File: config.mk
export PLATFORM = sky130hd
export DESIGN_NAME = block_pool_slot_allocator
export DESIGN_NICKNAME = d
export VERILOG_FILES = /design/src/rtl/bpsa_pkg.sv /design/src/rtl/bpsa_ctrl.sv /design/src/rtl/bpsa_dp.sv /design/src/rtl/block_pool_slot_allocator.sv
export SDC_FILE = /design/constraint.sdc
export NUM_CORES = 2
export LEC_CHECK = 0
export ABC_AREA = 0
export BUFFER_PORTS_ARGS = -buffer_cell sky130_fd_sc_hd__buf_2
export CELL_PAD_IN_SITES_DETAIL_PLACEMENT = 1
export CELL_PAD_IN_SITES_GLOBAL_PLACEMENT = 2
export CORE_ASPECT_RATIO = 0.8
export CORE_MARGIN = 2
export CORE_UTILIZATION = 44
export CTS_CLUSTER_DIAMETER = 150
export CTS_CLUSTER_SIZE = 40
export DETAILED_ROUTE_END_ITERATION = 8
export GPL_TIMING_DRIVEN = 0
export PLACE_DENSITY_LB_ADDON = 0.1
export REMOVE_ABC_BUFFERS = 1
export SLEW_MARGIN = 40
export SYNTH_ARGS = -nofsm -noshare
export SYNTH_HDL_FRONTEND = slang
export SYNTH_SLANG_ARGS = --single-unit
File: constraint.sdc
create_clock -name clock -period 8.1 [get_ports clock]
set_input_delay 0.405 -clock clock [delete_from_list [all_inputs] [get_ports clock]]
set_output_delay 0.405 -clock clock [all_outputs]
set_load 0.05 [all_outputs]
File: src/rtl/bpsa_pkg.sv
// shared types and constants of the block pool slot allocator
// no dependencies; imported by the controller, the datapath and the top level
`default_nettype none

package bpsa_pkg;

   // flat slot space, kept as a bitmap of 64-bit words
   localparam int SLOT_SPACE = 1024;
   localparam int SLOT_W     = 10;
   localparam int POOL_W     = SLOT_W + 1;
   localparam int WORD_BITS  = 64;
   localparam int BIT_IDX_W  = 6;
   localparam int NUM_WORDS  = SLOT_SPACE / WORD_BITS;
   localparam int WORD_IDX_W = 4;
   localparam int STATUS_W   = 3;

   localparam logic OP_ALLOC   = 1'b0;
   localparam logic OP_RELEASE = 1'b1;

   localparam logic [STATUS_W-1:0] STATUS_POOL      = 3'd0;
   localparam logic [STATUS_W-1:0] STATUS_GROWN     = 3'd1;
   localparam logic [STATUS_W-1:0] STATUS_EXHAUSTED = 3'd2;
   localparam logic [STATUS_W-1:0] STATUS_RELEASED  = 3'd3;
   localparam logic [STATUS_W-1:0] STATUS_BAD       = 3'd4;

   // controller to datapath
   typedef struct packed {
      logic load;
      logic scan_clear;
      logic scan_next;
      logic grant_hint;
      logic grant_scan;
      logic grow;
      logic exhaust;
      logic release_ok;
      logic release_bad;
      logic emit;
   } cmd_type;

   // datapath to controller
   typedef struct packed {
      logic is_release;
      logic release_in_pool;
      logic at_last;
      logic hint_ok;
      logic scan_hit;
      logic scan_last;
      logic can_grow;
      logic out_free;
   } sts_type;

endpackage

`default_nettype wire

File: src/rtl/bpsa_ctrl.sv
// control state machine of the block pool slot allocator
// depends on bpsa_pkg; drives the datapath through cmd_type, reads sts_type
`default_nettype none

module bpsa_ctrl
   import bpsa_pkg::*;
(
   input  wire logic    clock,
   input  wire logic    reset,
   input  wire logic    req_valid,
   output logic         req_stall,
   output cmd_type      cmd,
   input  wire sts_type sts
);

   typedef enum logic [1:0] {
      S_IDLE,
      S_DECIDE,
      S_SCAN,
      S_DONE
   } state_type;

   state_type state_ff, state_in;

   assign req_stall = (state_ff != S_IDLE);

   always_comb begin
      cmd      = '0;
      state_in = state_ff;
      unique case (state_ff)
         S_IDLE: begin
            if (req_valid) begin
               cmd.load = 1'b1;
               state_in = S_DECIDE;
            end
         end
         S_DECIDE: begin
            if (sts.is_release) begin
               cmd.release_ok  = sts.release_in_pool;
               cmd.release_bad = !sts.release_in_pool;
               state_in        = S_DONE;
            end else if (sts.at_last) begin
               // hint sits on the pool's last slot: grow right away if the block limit allows, else report exhaustion
               cmd.grow    = sts.can_grow;
               cmd.exhaust = !sts.can_grow;
               state_in    = S_DONE;
            end else if (sts.hint_ok) begin
               cmd.grant_hint = 1'b1;
               state_in       = S_DONE;
            end else begin
               cmd.scan_clear = 1'b1;
               state_in       = S_SCAN;
            end
         end
         S_SCAN: begin
            if (sts.scan_hit) begin
               cmd.grant_scan = 1'b1;
               state_in       = S_DONE;
            end else if (sts.scan_last) begin
               cmd.grow    = sts.can_grow;
               cmd.exhaust = !sts.can_grow;
               state_in    = S_DONE;
            end else begin
               cmd.scan_next = 1'b1;
            end
         end
         S_DONE: begin
            if (sts.out_free) begin
               cmd.emit = 1'b1;
               state_in = S_IDLE;
            end
         end
         default: state_in = S_IDLE;
      endcase
   end

   always_ff @(posedge clock) begin
      if (reset) begin
         state_ff <= S_IDLE;
      end else begin
         state_ff <= state_in;
      end
   end

`ifndef SYNTH
   // at most one state update per decision
   a_one_action: assert property (@(posedge clock) disable iff (reset)
      $onehot0({cmd.grant_hint, cmd.grant_scan, cmd.grow, cmd.exhaust,
                cmd.release_ok, cmd.release_bad}))
      else $error("more than one action issued in a cycle");

   // a result never overwrites one still waiting
   a_emit_free: assert property (@(posedge clock) disable iff (reset)
      cmd.emit |-> sts.out_free)
      else $error("result emitted while output register busy");
`endif

endmodule

`default_nettype wire

File: src/rtl/bpsa_dp.sv
// datapath of the block pool slot allocator: bitmap, pool counters, hint,
// word scanner and output register; depends on bpsa_pkg
`default_nettype none

module bpsa_dp
   import bpsa_pkg::*;
#(
   parameter int SLOTS_PER_BLOCK = 64,
   parameter int MAX_BLOCKS      = 16
)
(
   input  wire logic                clock,
   input  wire logic                reset,
   input  wire cmd_type             cmd,
   output sts_type                  sts,
   input  wire logic                req_operation,
   input  wire logic [SLOT_W-1:0]   req_release_slot,
   output logic                     rsp_valid,
   input  wire logic                rsp_stall,
   output logic [SLOT_W-1:0]        rsp_granted_slot,
   output logic [STATUS_W-1:0]      rsp_status
);

   localparam int BLOCK_FIT   = SLOT_SPACE / SLOTS_PER_BLOCK;
   localparam int BLOCK_LIMIT = (BLOCK_FIT < MAX_BLOCKS) ? BLOCK_FIT : MAX_BLOCKS;
   localparam int BLK_W       = $clog2(BLOCK_LIMIT + 1);

   logic [WORD_BITS-1:0]  words_ff [NUM_WORDS];
   logic [WORD_BITS-1:0]  words_in [NUM_WORDS];
   logic [BLK_W-1:0]      blocks_ff, blocks_in;
   logic [POOL_W-1:0]     pool_ff, pool_in;
   logic                  hint_valid_ff, hint_valid_in;
   logic [SLOT_W-1:0]     hint_ff, hint_in;
   logic                  op_ff;
   logic [SLOT_W-1:0]     rel_ff;
   logic [WORD_IDX_W-1:0] word_idx_ff, word_idx_in;
   logic [SLOT_W-1:0]     res_slot_ff, res_slot_in;
   logic [STATUS_W-1:0]   res_status_ff, res_status_in;
   logic                  rsp_valid_ff;
   logic [SLOT_W-1:0]     rsp_slot_ff;
   logic [STATUS_W-1:0]   rsp_status_ff;

   logic [POOL_W-1:0]     hint_next;
   logic [WORD_BITS-1:0]  rd_word;
   logic [WORD_BITS-1:0]  free_mask;
   logic [BIT_IDX_W-1:0]  free_bit;
   logic                  free_any;
   logic [SLOT_W-1:0]     grant_slot;
   logic                  wr_en;
   logic [SLOT_W-1:0]     wr_slot;
   logic                  wr_val;
   logic                  granting;

   assign hint_next = {1'b0, hint_ff} + POOL_W'(1);
   assign rd_word   = words_ff[word_idx_ff];

   // free slots of the current word that lie inside the grown pool
   always_comb begin
      for (int b = 0; b < WORD_BITS; b++) begin
         free_mask[b] = !rd_word[b] &&
                        ({1'b0, word_idx_ff, BIT_IDX_W'(b)} < pool_ff);
      end
   end

   // lowest free bit wins
   always_comb begin
      free_bit = '0;
      free_any = 1'b0;
      for (int b = WORD_BITS - 1; b >= 0; b--) begin
         if (free_mask[b]) begin
            free_bit = BIT_IDX_W'(b);
            free_any = 1'b1;
         end
      end
   end

   always_comb begin
      sts.is_release      = (op_ff == OP_RELEASE);
      sts.release_in_pool = ({1'b0, rel_ff} < pool_ff);
      sts.at_last         = hint_valid_ff && (pool_ff != '0) &&
                            ({1'b0, hint_ff} == pool_ff - POOL_W'(1));
      // word_idx_ff points at the word of the slot after the hint here
      sts.hint_ok         = hint_valid_ff && (hint_next < pool_ff) &&
                            !rd_word[hint_next[BIT_IDX_W-1:0]];
      sts.scan_hit        = free_any;
      sts.scan_last       = ({1'b0, word_idx_ff, BIT_IDX_W'(0)} + POOL_W'(WORD_BITS))
                            >= pool_ff;
      sts.can_grow        = (blocks_ff < BLK_W'(BLOCK_LIMIT));
      sts.out_free        = !rsp_valid_ff || !rsp_stall;
   end

   assign grant_slot = cmd.grant_hint ? hint_next[SLOT_W-1:0] :
                       cmd.grant_scan ? {word_idx_ff, free_bit} :
                                        pool_ff[SLOT_W-1:0];
   assign granting   = cmd.grant_hint || cmd.grant_scan || cmd.grow;

   always_comb begin
      wr_en         = 1'b0;
      wr_slot       = grant_slot;
      wr_val        = 1'b1;
      blocks_in     = blocks_ff;
      pool_in       = pool_ff;
      hint_valid_in = hint_valid_ff;
      hint_in       = hint_ff;
      res_slot_in   = res_slot_ff;
      res_status_in = res_status_ff;
      if (granting) begin
         wr_en         = 1'b1;
         hint_valid_in = 1'b1;
         hint_in       = grant_slot;
         res_slot_in   = grant_slot;
         res_status_in = cmd.grow ? STATUS_GROWN : STATUS_POOL;
      end
      if (cmd.grow) begin
         blocks_in = blocks_ff + BLK_W'(1);
         pool_in   = pool_ff + POOL_W'(SLOTS_PER_BLOCK);
      end
      if (cmd.exhaust) begin
         hint_valid_in = 1'b0;
         hint_in       = '0;
         res_slot_in   = '0;
         res_status_in = STATUS_EXHAUSTED;
      end
      if (cmd.release_ok) begin
         wr_en         = 1'b1;
         wr_slot       = rel_ff;
         wr_val        = 1'b0;
         res_slot_in   = rel_ff;
         res_status_in = STATUS_RELEASED;
      end
      if (cmd.release_bad) begin
         res_slot_in   = rel_ff;
         res_status_in = STATUS_BAD;
      end
   end

   always_comb begin
      for (int w = 0; w < NUM_WORDS; w++) begin
         words_in[w] = words_ff[w];
      end
      if (wr_en) begin
         words_in[wr_slot[SLOT_W-1:BIT_IDX_W]][wr_slot[BIT_IDX_W-1:0]] = wr_val;
      end
   end

   always_comb begin
      word_idx_in = word_idx_ff;
      if (cmd.load) begin
         word_idx_in = hint_next[SLOT_W-1:BIT_IDX_W];
      end else if (cmd.scan_clear) begin
         word_idx_in = '0;
      end else if (cmd.scan_next) begin
         word_idx_in = word_idx_ff + WORD_IDX_W'(1);
      end
   end

   always_ff @(posedge clock) begin
      if (reset) begin
         for (int w = 0; w < NUM_WORDS; w++) begin
            words_ff[w] <= '0;
         end
         blocks_ff     <= '0;
         pool_ff       <= '0;
         hint_valid_ff <= 1'b0;
         hint_ff       <= '0;
         rsp_valid_ff  <= 1'b0;
      end else begin
         for (int w = 0; w < NUM_WORDS; w++) begin
            words_ff[w] <= words_in[w];
         end
         blocks_ff     <= blocks_in;
         pool_ff       <= pool_in;
         hint_valid_ff <= hint_valid_in;
         hint_ff       <= hint_in;
         rsp_valid_ff  <= cmd.emit || (rsp_valid_ff && rsp_stall);
      end
   end

   always_ff @(posedge clock) begin
      if (cmd.load) begin
         op_ff  <= req_operation;
         rel_ff <= req_release_slot;
      end
      word_idx_ff   <= word_idx_in;
      res_slot_ff   <= res_slot_in;
      res_status_ff <= res_status_in;
      if (cmd.emit) begin
         rsp_slot_ff   <= res_slot_ff;
         rsp_status_ff <= res_status_ff;
      end
   end

   assign rsp_valid        = rsp_valid_ff;
   assign rsp_granted_slot = rsp_slot_ff;
   assign rsp_status       = rsp_status_ff;

`ifndef SYNTH
   // pool size tracks the grown block count
   a_pool_size: assert property (@(posedge clock) disable iff (reset)
      pool_ff == POOL_W'(POOL_W'(blocks_ff) * POOL_W'(SLOTS_PER_BLOCK)))
      else $error("pool size out of step with block count");

   // a held hint always points inside the pool
   a_hint_in_pool: assert property (@(posedge clock) disable iff (reset)
      hint_valid_ff |-> ({1'b0, hint_ff} < pool_ff))
      else $error("hint outside grown pool");

   // growth stops at the block limit
   a_block_limit: assert property (@(posedge clock) disable iff (reset)
      blocks_ff <= BLK_W'(BLOCK_LIMIT))
      else $error("block count beyond limit");
`endif

endmodule

`default_nettype wire

File: src/rtl/block_pool_slot_allocator.sv
// release and hinted allocation pass from the transfer through the decide and done states
// to the output register; an allocation that falls back to first-fit scans the 64-bit
// bitmap words in turn, 1 to 16 of them, before done. one item is in work at a time: the
// next transfer is taken once the result is loaded, which waits on a stalled older result.
// reset is synchronous and clears the bitmap, block count, hint and output at once.
`default_nettype none

module block_pool_slot_allocator
   import bpsa_pkg::*;
#(
   parameter int SLOTS_PER_BLOCK = 64,
   parameter int MAX_BLOCKS      = 16
)
(
   input  wire logic                clock,
   input  wire logic                reset,
   input  wire logic                req_valid,
   output logic                     req_stall,
   input  wire logic                req_operation,
   input  wire logic [SLOT_W-1:0]   req_release_slot,
   output logic                     rsp_valid,
   input  wire logic                rsp_stall,
   output logic [SLOT_W-1:0]        rsp_granted_slot,
   output logic [STATUS_W-1:0]      rsp_status
);

   cmd_type cmd;
   sts_type sts;

   bpsa_ctrl u_ctrl (
      .clock     (clock),
      .reset     (reset),
      .req_valid (req_valid),
      .req_stall (req_stall),
      .cmd       (cmd),
      .sts       (sts)
   );

   bpsa_dp #(
      .SLOTS_PER_BLOCK (SLOTS_PER_BLOCK),
      .MAX_BLOCKS      (MAX_BLOCKS)
   ) u_dp (
      .clock            (clock),
      .reset            (reset),
      .cmd              (cmd),
      .sts              (sts),
      .req_operation    (req_operation),
      .req_release_slot (req_release_slot),
      .rsp_valid        (rsp_valid),
      .rsp_stall        (rsp_stall),
      .rsp_granted_slot (rsp_granted_slot),
      .rsp_status       (rsp_status)
   );

endmodule

`default_nettype wire
### After elaboration in Yosys (flattened, before gate mapping)

Memories as Yosys holds them, arrays and structs flattened. A register that Yosys moved wholly into a read port is not among the register bits.
Cells that the tools add are included.

* output and inout port bits: 15
* bits in registers: 71
* RAM bits: 1024
* input bits: 15
* logic and storage cells: 474
* memories: 1

Memories
* u_dp.words_ff: words 16, width 64, rd ports 17, clocked after Yosys merged registers in 1, write ports 16, line bpsa_dp.sv:28 `logic [WORD_BITS-1:0] words_ff [NUM_WORDS];`

* add/sub/neg operators: 6
* mux-type cells: 205
* reduce and logical (&&, ||, !) cells: 152
* bitwise gates (word level): 17
* order comparisons: 73
* eq/ne operators: 7

Operators by type and width (number)
* 2-to-1 mux 64 bit: 17
* bitwise mux 1024 bit: 1
* 2-to-1 mux 1024 bit: 1
* less-than comparator 10 x 11 -> 1 bit: 65
* 2-to-1 mux 6 bit: 64
* demux 64 bit (select 4 bit): 1
* 2-to-1 mux 1 bit: 92
* logical AND 1 bit: 71
* 2-to-1 mux 10 bit: 7
* zero test 1 bit: 69
* 2-to-1 mux 2 bit: 11
* 2-to-1 mux 4 bit: 4
* bitwise OR 1 bit: 16
* less-than comparator 6 x 7 -> 1 bit (second input constant): 2
* adder 10 x 1 -> 11 bit (second input constant): 1
* adder 10 x 7 -> 11 bit (second input constant): 1
* adder 11 x 7 -> 11 bit (second input constant): 1
* equality test 10 x 11 -> 1 bit: 1
* >= comparator 11 bit: 1
* less-than comparator 11 bit: 1
* nonzero test 11 bit: 1
* subtractor 11 x 1 -> 11 bit (second input constant): 1
* 2-to-1 mux 3 bit: 3
* case mux 2 bit (4 select lines): 1
* other kinds (21): 27

### Depth between registers and ports, before layout

* depth after elaboration: 80
* depth in mapped cells: 25
* depth with buffers taken out: 18

### Cells and area by module

Synthesis repeated with hierarchy kept, for this count alone.

* cell total of the unflattened synthesis: 5479
* area, all modules: 56415.4 um^2

Modules (own cells, without submodules)
* bpsa_dp: cells each 5444, area each 56120.1 um^2, seq. area each 22221.3 um^2, times used 1
* bpsa_ctrl: cells each 35, area each 295.3 um^2, seq. area each 40.0 um^2, times used 1

### Least setup slack after synthesis

OpenSTA, ideal clock, no wires.

* kind: register -> register
* start: register u_dp.hint_ff[1]
* end: memory u_dp.words_ff[1][56]
* path slack: 3.285 ns
* clock period less this slack: 4.815 ns
* data arrival time: 4.745 ns
* data required time: 8.030 ns
* stages on the path, launching flop included: 23
* buffers on the path: 4
* setup time: 0.070 ns
* cells stage by stage: dfxtp_1 > ha_1 > buf_2 > nand2_1 > or2_2 > clkbuf_1 > nor2_1 > xnor2_1 > inv_1 > ha_1 > o21a_1 > o21a_1 > a2bb2oi_1 > or3_1 > buf_2 > nor4_1 > a211oi_4 > a21oi_1 > nand2_4 > or3_1 > buf_2 > or2_1 > o21ai_1

RTL lines
* start: declaration: line bpsa_dp.sv:33 `logic [SLOT_W-1:0] hint_ff, hint_in;`
* start signal: assignment: line bpsa_dp.sv:174 `hint_ff <= hint_in;`
* end: declaration: line bpsa_dp.sv:28

==> summary.md <==
| Metric | Value |
|---|---|
| Total GRT Usage | `35.44%` |
| TritonRoute pass-1 iters | `5` |
| # DRC | `0` |
| Predominant post-synthesis flop cell | `dfxtp_1` |
| Reg clk slew, reported paths | `about 0.16 ns` |
| Rel. slew slack | `between 30% and 40%` |
| Count leader, synth | `dfxtp_1` |
| Layout Cells excl Fill | `approximately 6700` |
| Die Y-Extent | `approximately 320 um` |
| Final WL | `230.0 mm` |
| Utilization after layout | `approximately 48%` |
| Gp weighted congestion | `0.9993` |
| Antenna violations before repair | `8` |
| Hold Startpoint | `reset` |
| Share of post-route cells with drive strength above 1 | `between 10% and 20%` |
| Total Nets Final | `a little over 5000` |
| Endpoint, Worst Hold | `u_dp.words_ff[12][28]` |
| Core Area | `between 100000 and 150000 um2` |
| Async SR Flop Fraction | `0%` |
| IO Count | `30` |
| Worst EP arrival | `around 8.6 ns` |
| Mapped Area | `~54000 um2` |
| CP most frequent cell | `buf_12` |
| RSZ-0062 raised after global routing | `false` |
| Sw frac | `between 40 and 50%` |
| Synth warn | `0` |
| Effective utilization at floorplan | `44.35%` |
| Num CTS Buffers | `31` |
| Worst path slowest cell | `dfxtp_4` |
| Clock power frac | `between 10% and 20%` |
| Grt ovf | `0` |
| Final period utilization | `98.26%` |
| Status | `finished clean` |
| CP delay by family, top | `compound AO/OA/AOI/OAI gates` |
| Worst path buffer plus inverter count | `5` |
| # Post-CTS Setup Buffers | `0` |
| CP max stage delay | `0.74 ns` |
| Die ar. | `between 100000 and 150000 um2` |
| Pwr/cell area | `approximately 240 nW/um2` |
| Clock Skews | `around 0.044 ns` |
| Rows | `approximately 120` |
| Flop pwr share | `41.4%` |
| Reg-to-Reg End | `u_dp.words_ff[4][19]` |
| Synthesis-to-finish area growth | `8.339%` |
| DRT iter0 DRCs | `roughly 5500` |
| Buffers on Ports | `29` |
| Setup TNS | `0 ns` |
| Top cells by area, synth | `dfxtp_1 (39%), mux4_2 (9.8%), a211oi_1 (9.0%), a21oi_1 (6.9%), a311oi_1 (3.2%)` |
| MaxCap Viol Count | `0` |
| Post-synth EDFFs | `38` |
| TritonCTS clock tree | `built` |
| Clock sinks | `1093` |
| Comb power frac | `~41%` |
| Via count | `47770` |
| Final HPWL DP | `roughly 160 mm` |
| Wire length per cell | `~34 um` |
| Max IR drop VDD | `between 150 and 200 uV` |
| HP Class | `primary input to register` |
| Maximum operating frequency | `between 0.1 and 0.15 GHz` |
| Global-route wire length before repair | `between 300 and 400 mm` |
| DIE WIDTH | `just under 400 um` |
| Largest net degree at the start of global routing | `roughly 130` |
| Leak | `~18 nW` |
| Crit path cell chain | `buf_12 > buf_12 > buf_12 > mux4_2 > nand2b_1 > a22oi_1 > o2111ai_1 > o31ai_1 > o2111ai_1 > o32a_1 > nor2_2 > nor4_2 > o21ai_2 > nand2_4 > buf_12 > buf_12 > and2_1 > a211oi_1` |
| Critical path required time | `just under 9 ns` |
| Synthesized instance count | `about 5400` |
| Syn Area/Cell | `slightly above 10 um2` |
| Slew @ Worst Pin | `approximately 1 ns` |
| R2R depth | `18` |
| Clock latency at the later pin of the worst-skew pair | `between 0.7 and 0.8 ns` |
| Vias/cell | `slightly above 7` |
| Endpoint class of the critical path | `register` |
| Share of the synthesized area in the top cell type | `roughly 39%` |
| H-tree lvl count | `1` |
| FF+latch count, synth | `1093` |
| Pins Over Slew Limit | `0` |
| Pint | `roughly 8.1 mW` |
| Vias in the first global route | `roughly 46000` |
| Hold depth | `2` |
| FF-to-FF setup slack | `0.14 ns` |
| Hold Fails Final Rpt | `0` |
| Post-route ant nets | `0` |
| Biggest area consumer among synthesized cells | `dfxtp_1` |
| Crit path max fanout | `47` |
| Sw Pwr | `around 5.9 mW` |
| Fin crit period | `between 7 and 8 ns` |
| Clk buf depth | `3` |
| Root Driver | `clkbuf_16` |
| Final setup viols | `0` |
| Startpoint types | `register` |
| Placed insts | `about 6700` |
| Top cells by instance count after synthesis | `dfxtp_1 (1055), a21oi_1 (753), a211oi_1 (650), clkbuf_1 (292), buf_2 (251)` |
| Type of the worst setup path | `register to register` |
| Synth cell types | `around 120` |
| Post-synthesis sequential area ratio | `40.85%` |
[stage by stage]
step                      worst slack [ns]  power (mW)  cell area, um2  hold slack [ns]
final                               0.1408       13.96           59040           0.1216
after global routing               0.06554       14.34           59030           0.1146
after CTS                           0.3301       13.86           58980          0.08014
after detailed placement            0.4109       11.44           58040           0.4056
after global placement              -27.57       10.70           53030           0.4050
after floorplan                     -10.31       8.919           50840           0.4003
[placed cells by master, fill, tap and decap left out, types with 78 or more instances in the layout]
cell type / n
inv_1: 78
dfxtp_1: 1050
nor2_1: 86
mux2i_1: 111
a21oi_1: 751
o21ai_0: 78
a311oi_1: 197
mux4_2: 236
a211oi_1: 647
nand2_1: 139
buf_4: 110
a31oi_1: 184
[worst register-to-register path, cell delays in order (launching register included)]
cell and delay, ns:
dfxtp_4 0.74, buf_12 0.34, buf_12 0.27, buf_12 0.25, mux4_2 0.53, nand2b_1 0.22, a22oi_1 0.65, o2111ai_1 0.18
o31ai_1 0.38, o2111ai_1 0.39, o32a_1 0.63, nor2_2 0.61, nor4_2 0.16, o21ai_2 0.67, nand2_4 0.51, buf_12 0.33
buf_12 0.23, and2_1 0.46, a211oi_1 0.33
[cell families after synthesis]
family	count (synthesis)	synth area share [%]
buf+inv	778	7.283
compound gates	2360	30.02
mux	407	13.00
simple gates	715	7.871
flops	1093	40.85
fa+ha+maj	26	0.5970
xor+xnor	24	0.3857
[cell type report]
class                      count  area, um2
clock inverter                 3      37.54
clock buffer                  34      787.0
tap                         1638       2049
fill                       13140      63840
multi-input combinational   3532      29150
antenna                        2      5.005
sequential                  1093      22280
inverter                      83      332.8
timing repair buffer         353       4397
[timing repair]
| item | CTS | global route |
|---|---|---|
| endpoints found under the setup margin | 0 | 3 |
| hold buffers | 12 | 0 |
| hold endpoints to repair | 12 | 0 |
| resized for setup | 0 | 1 |
[flip-flops by register name, summed over array words and instances (netlist names), 4 cells and up, named ones only]
signal / count
u_dp.words_ff: 1024
u_dp.hint_ff: 10
u_dp.rel_ff: 10
u_dp.res_slot_ff: 10
u_dp.rsp_granted_slot: 10
u_dp.blocks_ff: 5
u_dp.pool_ff: 5
u_dp.word_idx_ff: 4
[how the worst max path moves through the flow]
stage                        start               endpoint  slack [ns]  cells after the start
after CTS                 register  u_dp.words_ff[15][17]        0.33                     22
final                     register   u_dp.words_ff[4][19]        0.14                     18
after global placement    register   u_dp.words_ff[0][20]      -27.57                     11
after global routing      register   u_dp.words_ff[7][52]        0.07                     17
after detailed placement  register  u_dp.words_ff[15][17]        0.41                     22
after floorplan           register   u_dp.words_ff[0][12]      -10.31                     12
[routing by layer]
metal  vias up  part of all wire, %  GRT usage [%]
met5         -                0.019              0
met4         6                  3.6          11.41
met3       350                  8.2          6.187
met2      1972                   43          52.34
met1     24810                   45          52.21
li1      20630                    -              -
[power groups by stage]
stage | Clock, mW | Sequential, mW | Combinational [mW]
2_1_floorplan | 0 | 6.26 | 2.66
3_3_place_gp | 0 | 6.50 | 4.21
3_5_place_dp | 0 | 5.89 | 5.55
4_1_cts | 2.51 | 5.78 | 5.57
5_1_grt | 2.68 | 5.80 | 5.87
6_report | 2.47 | 5.78 | 5.71
(Power assumes the default switching activity.)
